===== src/rtl/uasp_pkg.sv =====
// ----------------------------------------------------------------------------
// uasp_pkg
// types, codes and constants of the archive stream parser
// ----------------------------------------------------------------------------
`timescale 1ns / 1ps

package uasp_pkg;

  // field counter width: holds header or size field position, or content offset
  localparam int FCNT_W = 31;

  localparam logic [31:0] VERSION_RST = 32'd10001;

  localparam logic [FCNT_W-1:0] FC_MAGIC_LEN = FCNT_W'(4);
  localparam logic [FCNT_W-1:0] FC_VER_LAST  = FCNT_W'(7);
  localparam logic [FCNT_W-1:0] FC_CNT_LAST  = FCNT_W'(19);
  localparam logic [FCNT_W-1:0] FC_HDR_LEN   = FCNT_W'(20);
  localparam logic [FCNT_W-1:0] FC_SIZE_LEN  = FCNT_W'(4);

  localparam logic [7:0] MAGIC [0:3] = '{8'd75, 8'd80, 8'd80, 8'd32};

  typedef enum logic [2:0] {
    PH_HEADER,
    PH_SIZE,
    PH_NAMELEN,
    PH_NAME,
    PH_CONTENT
  } phase_t;

  typedef enum logic [2:0] {
    CLS_HEADER,
    CLS_SIZE,
    CLS_NAMELEN,
    CLS_NAME,
    CLS_CONTENT,
    CLS_IGNORED,
    CLS_END
  } cls_t;

  typedef enum logic [1:0] {
    ACT_NONE,
    ACT_OPEN,
    ACT_DELETE
  } act_t;

  typedef enum logic [1:0] {
    ERR_NONE,
    ERR_MAGIC,
    ERR_VERSION
  } err_t;

  typedef enum logic [2:0] {
    ST_BUSY,
    ST_BAD_MAGIC,
    ST_BAD_VERSION,
    ST_COMPLETE,
    ST_INCOMPLETE
  } status_t;

  // one result word
  typedef struct packed {
    cls_t               byte_class;
    logic [7:0]         byte_out;
    act_t               entry_action;
    logic               file_done;
    logic [FCNT_W-1:0]  content_offset;
    logic [31:0]        files_written;
    status_t            status;
  } res_t;

  // sticky error shown as status
  function automatic status_t err_to_status(err_t e);
    status_t s;
    unique case (e)
      ERR_MAGIC:   s = ST_BAD_MAGIC;
      ERR_VERSION: s = ST_BAD_VERSION;
      default:     s = ST_BUSY;
    endcase
    return s;
  endfunction

endpackage


===== src/rtl/uasp_core.sv =====
// ----------------------------------------------------------------------------
// uasp_core
// parser state and per-word classification, one word per step
// ----------------------------------------------------------------------------
`timescale 1ns / 1ps

module uasp_core (
  input  logic               clk,
  input  logic               rst_n,
  input  logic               step,
  input  logic               req_type,
  input  logic [7:0]         data_byte,
  input  logic [31:0]        expected_version,
  output uasp_pkg::res_t     res
);

  uasp_pkg::phase_t                 phase_r, phase_nxt;
  logic [uasp_pkg::FCNT_W-1:0]      fcnt_r, fcnt_nxt;
  logic [31:0]                      shift_r, shift_nxt;
  logic [31:0]                      hdr_cnt_r, hdr_cnt_nxt;
  logic [31:0]                      done_r, done_nxt;
  logic [31:0]                      size_r, size_nxt;
  logic [7:0]                       name_r, name_nxt;
  uasp_pkg::err_t                   err_r, err_nxt;

  logic [uasp_pkg::FCNT_W-1:0]      fcnt_inc;
  logic [31:0]                      shift_in;
  logic [7:0]                       name_dec;
  logic                             end_now;

  assign fcnt_inc = fcnt_r + uasp_pkg::FCNT_W'(1);
  assign shift_in = {data_byte, shift_r[31:8]};
  assign name_dec = name_r - 8'd1;

  // state registers
  always_ff @(posedge clk) begin
    if (!rst_n) begin
      phase_r   <= uasp_pkg::PH_HEADER;
      fcnt_r    <= '0;
      shift_r   <= '0;
      hdr_cnt_r <= '0;
      done_r    <= '0;
      size_r    <= '0;
      name_r    <= '0;
      err_r     <= uasp_pkg::ERR_NONE;
    end else if (step) begin
      phase_r   <= phase_nxt;
      fcnt_r    <= fcnt_nxt;
      shift_r   <= shift_nxt;
      hdr_cnt_r <= hdr_cnt_nxt;
      done_r    <= done_nxt;
      size_r    <= size_nxt;
      name_r    <= name_nxt;
      err_r     <= err_nxt;
    end
  end

  // next state and result for the presented word
  always_comb begin
    phase_nxt   = phase_r;
    fcnt_nxt    = fcnt_r;
    shift_nxt   = shift_r;
    hdr_cnt_nxt = hdr_cnt_r;
    done_nxt    = done_r;
    size_nxt    = size_r;
    name_nxt    = name_r;
    err_nxt     = err_r;
    end_now     = 1'b0;

    res.byte_class     = uasp_pkg::CLS_IGNORED;
    res.byte_out       = data_byte;
    res.entry_action   = uasp_pkg::ACT_NONE;
    res.file_done      = 1'b0;
    res.content_offset = '0;

    if (req_type) begin
      // end marker: report only, no state change
      res.byte_class = uasp_pkg::CLS_END;
    end else if (err_r == uasp_pkg::ERR_NONE) begin
      unique case (phase_r)
        uasp_pkg::PH_HEADER: begin
          res.byte_class = uasp_pkg::CLS_HEADER;
          shift_nxt      = shift_in;
          if (fcnt_r < uasp_pkg::FC_MAGIC_LEN) begin
            if (data_byte != uasp_pkg::MAGIC[fcnt_r[1:0]]) begin
              err_nxt = uasp_pkg::ERR_MAGIC;
            end
          end else if (fcnt_r == uasp_pkg::FC_VER_LAST) begin
            if (shift_in != expected_version) begin
              err_nxt = uasp_pkg::ERR_VERSION;
            end
          end else if (fcnt_r == uasp_pkg::FC_CNT_LAST) begin
            hdr_cnt_nxt = shift_in;
          end
          fcnt_nxt = fcnt_inc;
          if (fcnt_inc >= uasp_pkg::FC_HDR_LEN) begin
            fcnt_nxt  = '0;
            phase_nxt = uasp_pkg::PH_SIZE;
          end
        end
        uasp_pkg::PH_SIZE: begin
          res.byte_class = uasp_pkg::CLS_SIZE;
          shift_nxt      = shift_in;
          fcnt_nxt       = fcnt_inc;
          if (fcnt_inc >= uasp_pkg::FC_SIZE_LEN) begin
            size_nxt  = shift_in;
            fcnt_nxt  = '0;
            phase_nxt = uasp_pkg::PH_NAMELEN;
          end
        end
        uasp_pkg::PH_NAMELEN: begin
          res.byte_class = uasp_pkg::CLS_NAMELEN;
          name_nxt       = data_byte;
          if (data_byte == 8'd0) begin
            end_now = 1'b1;
          end else begin
            phase_nxt = uasp_pkg::PH_NAME;
          end
        end
        uasp_pkg::PH_NAME: begin
          res.byte_class = uasp_pkg::CLS_NAME;
          name_nxt       = name_dec;
          end_now        = (name_dec == 8'd0);
        end
        uasp_pkg::PH_CONTENT: begin
          res.byte_class     = uasp_pkg::CLS_CONTENT;
          res.content_offset = fcnt_r;
          fcnt_nxt           = fcnt_inc;
          if (32'(fcnt_inc) >= size_r) begin
            res.file_done = 1'b1;
            done_nxt      = done_r + 32'd1;
            fcnt_nxt      = '0;
            phase_nxt     = uasp_pkg::PH_SIZE;
          end
        end
        default: begin
          phase_nxt = uasp_pkg::PH_HEADER;
        end
      endcase

      // entry name fully seen: open or delete
      if (end_now) begin
        if (size_r[31]) begin
          res.entry_action = uasp_pkg::ACT_DELETE;
          phase_nxt        = uasp_pkg::PH_SIZE;
        end else begin
          res.entry_action = uasp_pkg::ACT_OPEN;
          fcnt_nxt         = '0;
          if (size_r == 32'd0) begin
            res.file_done = 1'b1;
            done_nxt      = done_r + 32'd1;
            phase_nxt     = uasp_pkg::PH_SIZE;
          end else begin
            phase_nxt = uasp_pkg::PH_CONTENT;
          end
        end
      end
    end

    res.files_written = done_nxt;
    if (req_type && err_r == uasp_pkg::ERR_NONE) begin
      res.status = (done_r == hdr_cnt_r) ? uasp_pkg::ST_COMPLETE : uasp_pkg::ST_INCOMPLETE;
    end else begin
      res.status = uasp_pkg::err_to_status(err_nxt);
    end
  end

endmodule


===== src/rtl/update_archive_stream_parser.sv =====
// ----------------------------------------------------------------------------
// update_archive_stream_parser
// classifies an archive stream one word per cycle while the output is not stalled
// output: a word's result is registered and appears on out_* in the cycle after it is accepted
// throughput: one word per cycle; in_ready drops only while a result is held and out_ready is low
// reset: synchronous active-low rst_n clears parser state and the result slot's valid flag,
//   and sets the expected version to 10001
// ----------------------------------------------------------------------------
`timescale 1ns / 1ps

module update_archive_stream_parser (
  input  logic         clk,
  input  logic         rst_n,
  input  logic         cfg_valid,
  output logic         cfg_ready,
  input  logic [31:0]  cfg_wdata,
  input  logic         in_valid,
  output logic         in_ready,
  input  logic         in_req_type,
  input  logic [7:0]   in_data_byte,
  output logic         out_valid,
  input  logic         out_ready,
  output logic [2:0]   out_byte_class,
  output logic [7:0]   out_byte_out,
  output logic [1:0]   out_entry_action,
  output logic         out_file_done,
  output logic [30:0]  out_content_offset,
  output logic [31:0]  out_files_written,
  output logic [2:0]   out_status
);

  logic [31:0]        version_r;
  logic               out_valid_r;
  uasp_pkg::res_t     res_r;
  uasp_pkg::res_t     res;
  logic               accept;

  assign cfg_ready = 1'b1;
  assign in_ready  = !out_valid_r || out_ready;
  assign accept    = in_valid && in_ready;

  // version register
  always_ff @(posedge clk) begin
    if (!rst_n) begin
      version_r <= uasp_pkg::VERSION_RST;
    end else if (cfg_valid) begin
      version_r <= cfg_wdata;
    end
  end

  uasp_core u_core (
    .clk              (clk),
    .rst_n            (rst_n),
    .step             (accept),
    .req_type         (in_req_type),
    .data_byte        (in_data_byte),
    .expected_version (version_r),
    .res              (res)
  );

  // result slot
  always_ff @(posedge clk) begin
    if (!rst_n) begin
      out_valid_r <= 1'b0;
    end else if (in_ready) begin
      out_valid_r <= in_valid;
    end
  end

  always_ff @(posedge clk) begin
    if (accept) begin
      res_r <= res;
    end
  end

  assign out_valid          = out_valid_r;
  assign out_byte_class     = res_r.byte_class;
  assign out_byte_out       = res_r.byte_out;
  assign out_entry_action   = res_r.entry_action;
  assign out_file_done      = res_r.file_done;
  assign out_content_offset = res_r.content_offset;
  assign out_files_written  = res_r.files_written;
  assign out_status         = res_r.status;

endmodule


===== config.mk =====
export PLATFORM = sky130hd
export DESIGN_NAME = update_archive_stream_parser
export DESIGN_NICKNAME = d
export VERILOG_FILES = /design/src/rtl/uasp_pkg.sv /design/src/rtl/uasp_core.sv /design/src/rtl/update_archive_stream_parser.sv
export SDC_FILE = /design/constraint.sdc
export NUM_CORES = 1
export LEC_CHECK = 0
export BUFFER_PORTS_ARGS = -buffer_cell sky130_fd_sc_hd__buf_2
export CORE_AREA = 2 2 164 166
export DETAILED_ROUTE_END_ITERATION = 10
export DIE_AREA = 0 0 166 168
export PLACE_DENSITY_LB_ADDON = 0.15
export SLEW_MARGIN = 15
export SYNTH_ARGS = -nofsm -noshare
export SYNTH_HDL_FRONTEND = slang
export SYNTH_SLANG_ARGS = --single-unit

===== constraint.sdc =====
create_clock -name clk -period 5.6 [get_ports clk]
set_input_delay 0 -clock clk [delete_from_list [all_inputs] [get_ports clk]]
set_output_delay 0 -clock clk [all_outputs]
set_load 0.1 [all_outputs]

# Yosys cells after proc, flatten, opt, wreduce, memory -nomap -nowiden
# Cells that the tools add are included.
# Widths: inputs -> output; s select.
[classes]
n_addsub = 3
n_bitwise = 7
mux = 47
n_eq_ne = 16
magnitude_cmp = 5
n_reduce_logical = 20
[ops]
columns = ["op", "count"]
rows = [
  ["$mux 32", 8],
  ["$mux 31", 5],
  ["$pmux 31 s3", 1],
  ["$add 32x1->32 const B", 1],
  ["$eq 32x32->1", 1],
  ["$ge 31x32->1", 1],
  ["$logic_not 32->1", 1],
  ["$ne 32x32->1", 1],
  ["$add 31x1->31 const B", 1],
  ["$eq 31x3->1 const B", 1],
  ["$eq 31x5->1 const B", 1],
  ["$ge 31x3->1 const B", 1],
  ["$ge 31x5->1 const B", 1],
  ["$lt 31x3->1 const B", 1],
  ["$pmux 3 s5", 2],
  ["$mux 3", 9],
  ["$mux 2", 9],
  ["$bmux 8 s2", 1],
  ["$logic_not 8->1", 2],
  ["$mux 8", 2],
  ["$pmux 8 s2", 1],
  ["$ne 3x1->1 const B", 3],
  ["$ne 8x8->1", 1],
  ["$reduce_and 4->1", 2],
  ["other kinds (26)", 41],
]
[word_totals]
in_bits = 46
wordCells = 116
out_inout_bits = 83
register_bits = 285

# Logic depth before layout (Yosys ltp)
[depth]
depth_word = 13
mapped_depth = 20
ltp_nobuf = 17

# Cells and area by module
# A second synthesis with hierarchy kept.
[unflattened]
cells_unflattened = 1597
area_unflattened_um2 = 14046.0
[modules_own_cells]
columns = ["module", "n_inst", "cells_each", "seq_area_each_um2", "area_each_um2"]
rows = [
  ["uasp_core", 1, 1407, 3283.1, 10359.9],
  ["update_archive_stream_parser", 1, 190, 3062.9, 3686.0],
]

# Worst setup path after synthesis
# Ideal clock, no wire load.
[synth_timing]
path_type = "reg2reg"
start = "reg out_valid_r, in the netlist out_valid"
end = "reg u_core.hdr_cnt_r[10]"
stages_incl_launch_ff = 10
t_required_ns = 5.483
setup_ns = 0.117
setup_slack_ns = 0.246
n_path_buf = 2
arrival_ns = 5.237
synth_period_minus_slack_ns = 5.354
path_cell_list = "dfxtp_1 -> nand2b_1 -> nand2_1 -> inv_1 -> nand2_1 -> clkbuf_1 -> nor4_1 -> clkbuf_1 -> mux2i_1 -> nor2b_1"
[synth_via]
elab_chain_cells = 4
[synth_lines]
columns = ["item", "line_no", "text"]
rows = [
  ["start, declared", "update_archive_stream_parser.sv:33", "logic out_valid_r;"],
  ["start signal, assigned", "update_archive_stream_parser.sv:66", "out_valid_r <= in_valid;"],
  ["$logic_not 1->1", "update_archive_stream_parser.sv:39", "assign in_ready = !out_valid_r || out_ready;"],
  ["$logic_or 1x1->1", "update_archive_stream_parser.sv:39", ""],
  ["named net in_ready", "update_archive_stream_parser.sv:18", "output logic in_ready,"],
  ["$logic_and 1x1->1", "update_archive_stream_parser.sv:40", "assign accept = in_valid && in_ready;"],
  ["named net accept", "update_archive_stream_parser.sv:36", "logic accept;"],
  ["$reduce_and 7->1 (no line)", "-", ""],
  ["end signal, assigned", "uasp_core.sv:50", "hdr_cnt_r <= hdr_cnt_nxt;"],
  ["end, declared", "uasp_core.sv:20", "logic [31:0] hdr_cnt_r, hdr_cnt_nxt;"],
]
# The timed path passes the listed nets, and every way through them passes these cells.
# A chain may end at the register's enable or synchronous reset.

==> impl_table.tex <==
\begin{tabular}{lr}
\hline
Metric & Value \\
\hline
\multicolumn{2}{l}{\textbf{Global route}} \\
\quad Initial antenna violation count & 0 \\
\quad Number of global-route vias before repair & 10.91k \\
\quad Maximum number of pins on one net before global-route repair & 120 \\
\quad GR Overflow Total & 0 \\
\quad Wire length of the first global-routing pass & 60,150 µm \\
\quad Aggregate global-route resource usage & 0.2672 \\
\multicolumn{2}{l}{\textbf{Detailed routing}} \\
\quad Antenna Violating Nets Remaining & 0 \\
\quad First-iteration detailed-routing DRC count & 871 \\
\quad Mean number of vias per cell & 5.657 \\
\quad Drt first pass iters & 5 \\
\quad DRT Wirelength & 38,000 µm \\
\quad Post-detailed-route DRC marker count & 0 \\
\quad Wirelength per Cell & 19.17 µm \\
\quad Routed vias & 11.21k \\
\multicolumn{2}{l}{\textbf{Critical path}} \\
\quad Cell depth of the worst flop-to-flop path & 18 \\
\quad Cell type of the slowest stage on the worst timing path & or4\_1 \\
\quad Critical Path, Cell by Cell & ha\_2 -> nand3\_2 -> or4\_1 -> nor3\_1 -> nand3\_1 -> xnor2\_1 -> ha\_1 -> nand4\_1 -> nor4\_1 -> nand3\_1 -> a311oi\_1 -> o22ai\_2 -> a31o\_2 -> a21o\_1 -> inv\_1 -> buf\_4 -> nand2\_1 -> xnor2\_1 \\
\quad Signal arrival time at the worst endpoint & approximately 5600 ps \\
\quad Largest stage delay on the critical path & 740 ps \\
\quad Critical Path Source Type & flop \\
\quad Endpoint type of the worst setup path & flop \\
\quad Biggest fanout along the worst timing path & 21 \\
\quad Req. time, crit path & 5900 ps \\
\quad Worst setup path class & flop to flop \\
\multicolumn{2}{l}{\textbf{Logic synthesis}} \\
\quad Commonest cells post-synth & 197 x dfxtp\_1, 157 x nand2\_1, 114 x xnor2\_1 \\
\quad Mean cell area of the mapped netlist & 9.435 µm² \\
\quad Count of cell types in the netlist & 75 \\
\quad Number of enable flip-flop cells after synthesis & 80 \\
\quad Post-synth ARST share & 0 \\
\quad Prevailing post-synth register cell & dfxtp\_1 \\
\quad Cell accounting for the most synthesized area & dfxtp\_1 \\
\quad Cell count after synthesis & 1,505 \\
\quad Total of flip-flops plus latches after synthesis & 277 \\
\quad Netlist Area Pre-Place & 14,200 µm² \\
\quad Warnings from Yosys & 0 \\
\quad Sequential cell area fraction in the yosys report & 0.4469 \\
\quad Area fraction of the dominant cell type after synthesis & 0.2777 \\
\quad Top cells by area in the synthesized netlist & dfxtp\_1 28\%, edfxtp\_1 17\%, mux2i\_1 7.5\% \\
\quad Count leader, synth & dfxtp\_1 \\
\quad Number of nets in the synthesized netlist & 1,587 \\
\multicolumn{2}{l}{\textbf{STA}} \\
\quad Final hold slack & 139.3 ps \\
\quad RSZ-0062 raised after global routing & false \\
\quad Worst-margin pin slew & between 1000 and 1500 ps \\
\quad Count of endpoints failing hold in the final timing report & 0 \\
\quad Fmax & roughly 190 MHz \\
\quad Final critical-path share of the clock period & 0.9394 \\
\quad Worst slew margin relative to its limit & 0.3186 \\
\quad Slack of the critical path & 339.5 ps \\
\quad Min Tclk post-route & between 5000 and 6000 ps \\
\quad Setup-failing EPs final & 0 \\
\quad Final Skew & 15.99 ps \\
\quad Max Transition Viols Final & 0 \\
\quad Post-route setup TNS & 0 ps \\
\multicolumn{2}{l}{\textbf{Flow run}} \\
\quad Total of max-cap violations & 0 \\
\multicolumn{2}{l}{\textbf{Floorplanning}} \\
\quad Die height & 168 µm \\
\quad X dimension of the die & 166 µm \\
\quad Starting density of the core & 0.5389 \\
\quad I/O Pins & 129 \\
\quad Area of the core & 26,350 µm² \\
\quad Total Die Area & 27,890 µm² \\
\quad Std-Cell Rows & 60 \\
\multicolumn{2}{l}{\textbf{Placed design}} \\
\quad Detailed-placement wirelength estimate & 26,590 µm \\
\quad Count of input and output buffers & 127 \\
\quad Gpl congestion & 0.9350 \\
\quad Dpl ws & 149.7 ps \\
\multicolumn{2}{l}{\textbf{Clocking}} \\
\quad Clock input transition at the sequential cells of the worst setup and hold paths & around 60 ps \\
\quad Master cell of the clock root buffer & clkbuf\_16 \\
\quad Setup Fix Bufs, Post-CTS & 0 \\
\quad CTS tree & yes \\
\quad Insertion delay to the later sink of the worst-skew pair & around 570 ps \\
\quad Level count of the clock H-tree & 1 \\
\quad Buffer depth of the longest clock path & 3 \\
\quad Number of clock sinks & 277 \\
\quad Number of CTS-inserted buffers & 29 \\
\multicolumn{2}{l}{\textbf{Cells and area}} \\
\quad Fraction of layout instances using a drive strength above 1 & 0.1383 \\
\quad Fin util & 0.6220 \\
\quad Synth-to-Final Area Change & 15.43\% \\
\quad Antenna fix cells & 0 \\
\quad Nets & between 1.5k and 2k \\
\quad Filler cell count in the final layout & around 2.2k \\
\multicolumn{2}{l}{\textbf{Outcome}} \\
\quad Run status & completed \\
\multicolumn{2}{l}{\textbf{Worst hold path}} \\
\quad Hold crit path type & input pin to flop \\
\quad Hold Path Depth & 3 \\
\multicolumn{2}{l}{\textbf{Power and ir drop}} \\
\quad Highest ir drop seen on vdd & 225.0 µV \\
\quad Leakage power figure & 6.492 nW \\
\quad Power density cells & 274.2 nW/µm² \\
\hline
\end{tabular}
cells by family after synthesis:
| logic type | Yosys count | synth area share |
|---|---|---|
| compound gates | 181 | 0.08979 |
| xor+xnor | 136 | 0.08388 |
| fa+ha+maj | 37 | 0.03243 |
| buf+inv | 159 | 0.04441 |
| flops | 277 | 0.4469 |
| mux | 106 | 0.07472 |
| other cells | 1 | 0.0002641 |
| simple gates | 608 | 0.2276 |
power by group:
part | leakage (nW) | switching (W) | internal (W)
registers | 2.39 | 0.0000293 | 0.00211
clock network | 0.472 | 0.000808 | 0.00108
logic | 3.63 | 0.000356 | 0.000112
total | 6.49 | 0.00119 | 0.00330
worst paths after layout:
| kind | startpoint | end | slack [ps] |
|---|---|---|---|
| worst max-delay path | u_core.fcnt_r[0]$_SDFFE_PN0P_ | out_files_written[9]$_DFFE_PP_ | 340 |
| worst min register to register | u_core.name_r[4]$_SDFFE_PN0P_ | u_core.name_r[4]$_SDFFE_PN0P_ | 490 |
| worst min-delay path | cfg_valid | version_r[0]$_SDFFE_PN1P_ | 140 |
| worst max register to register | u_core.fcnt_r[0]$_SDFFE_PN0P_ | out_files_written[9]$_DFFE_PP_ | 340 |
sequential cells by signal, summed over array words and instances, names as in the netlist, 3 cells and up:
register / count
u_core.done_r: 32
u_core.size_r: 32
u_core.shift_r: 24
u_core.phase_r: 3
out_byte_out: 8
version_r: 32
u_core.hdr_cnt_r: 32
out_content_offset: 31
u_core.name_r: 8
out_status: 3
u_core.fcnt_r: 31
out_files_written: 32
out_byte_class: 3
critical path, delay by kind of cell (launching register included):
family	cells	cell delay (ps)
and+or+nand+nor	8	2230
AOI/OAI and AO/OA	4	990
adders and majority gates	2	650
DFF	1	470
xor gates and xnor gates	2	360
buffers and inverters	2	290
stage by stage:
| step | std cells | power [W] | instance area, µm² |
|---|---|---|---|
| after floorplan | 1505 | 0.002530 | 14200 |
| after global placement | 1885 | 0.002619 | 14990 |
| after detailed placement | 1885 | 0.002624 | 14990 |
| after CTS | 1982 | 0.004517 | 16370 |
| after global routing | 1982 | 0.004622 | 16390 |
| final | 1982 | 0.004495 | 16390 |
routing by layer:
metal / share of wire / track usage / up-vias / routed length [µm]
li1: - / - / 5457 / -
met1: 0.47 / 0.3877 / 5342 / 17980
met2: 0.44 / 0.4194 / 358 / 16880
met3: 0.062 / 0.04043 / 56 / 2364
met4: 0.021 / 0.06843 / 0 / 781
met5: 0 / 0 / - / 0
area by class of cell:
type                       count  area (µm²)  area share
multi-input combinational   1069        7263      0.4431
clock inverter                15       116.4    0.007099
clock buffer                  38       820.8     0.05008
sequential                   277        6346      0.3872
tap                          341       426.7     0.02603
timing repair buffer         190        1221     0.07450
inverter                      52       196.4     0.01198
timing repair:
action,CTS,global route
setup endpoints to repair,0,53
hold buffers,44,0
endpoints found under the hold margin,91,0
gates resized for setup,0,3
layout by cell type, fill, tap and decap left out, drive strengths merged, types with 22 or more instances in the layout:
cell / instances
dfxtp: 197
nand2: 157
buf: 146
xnor2: 114
nor2b: 111
mux2i: 106
edfxtp: 80
nor2: 59
inv: 53
nand3: 50
and3: 45
dlygate4sd3: 44
nand4: 44
clkbuf: 38
o21ai: 37
a21boi: 37
ha: 36
nor3: 31
nor4: 27
and2: 26
a21oi: 23
xor2: 22
(Power assumes the default switching activity.)
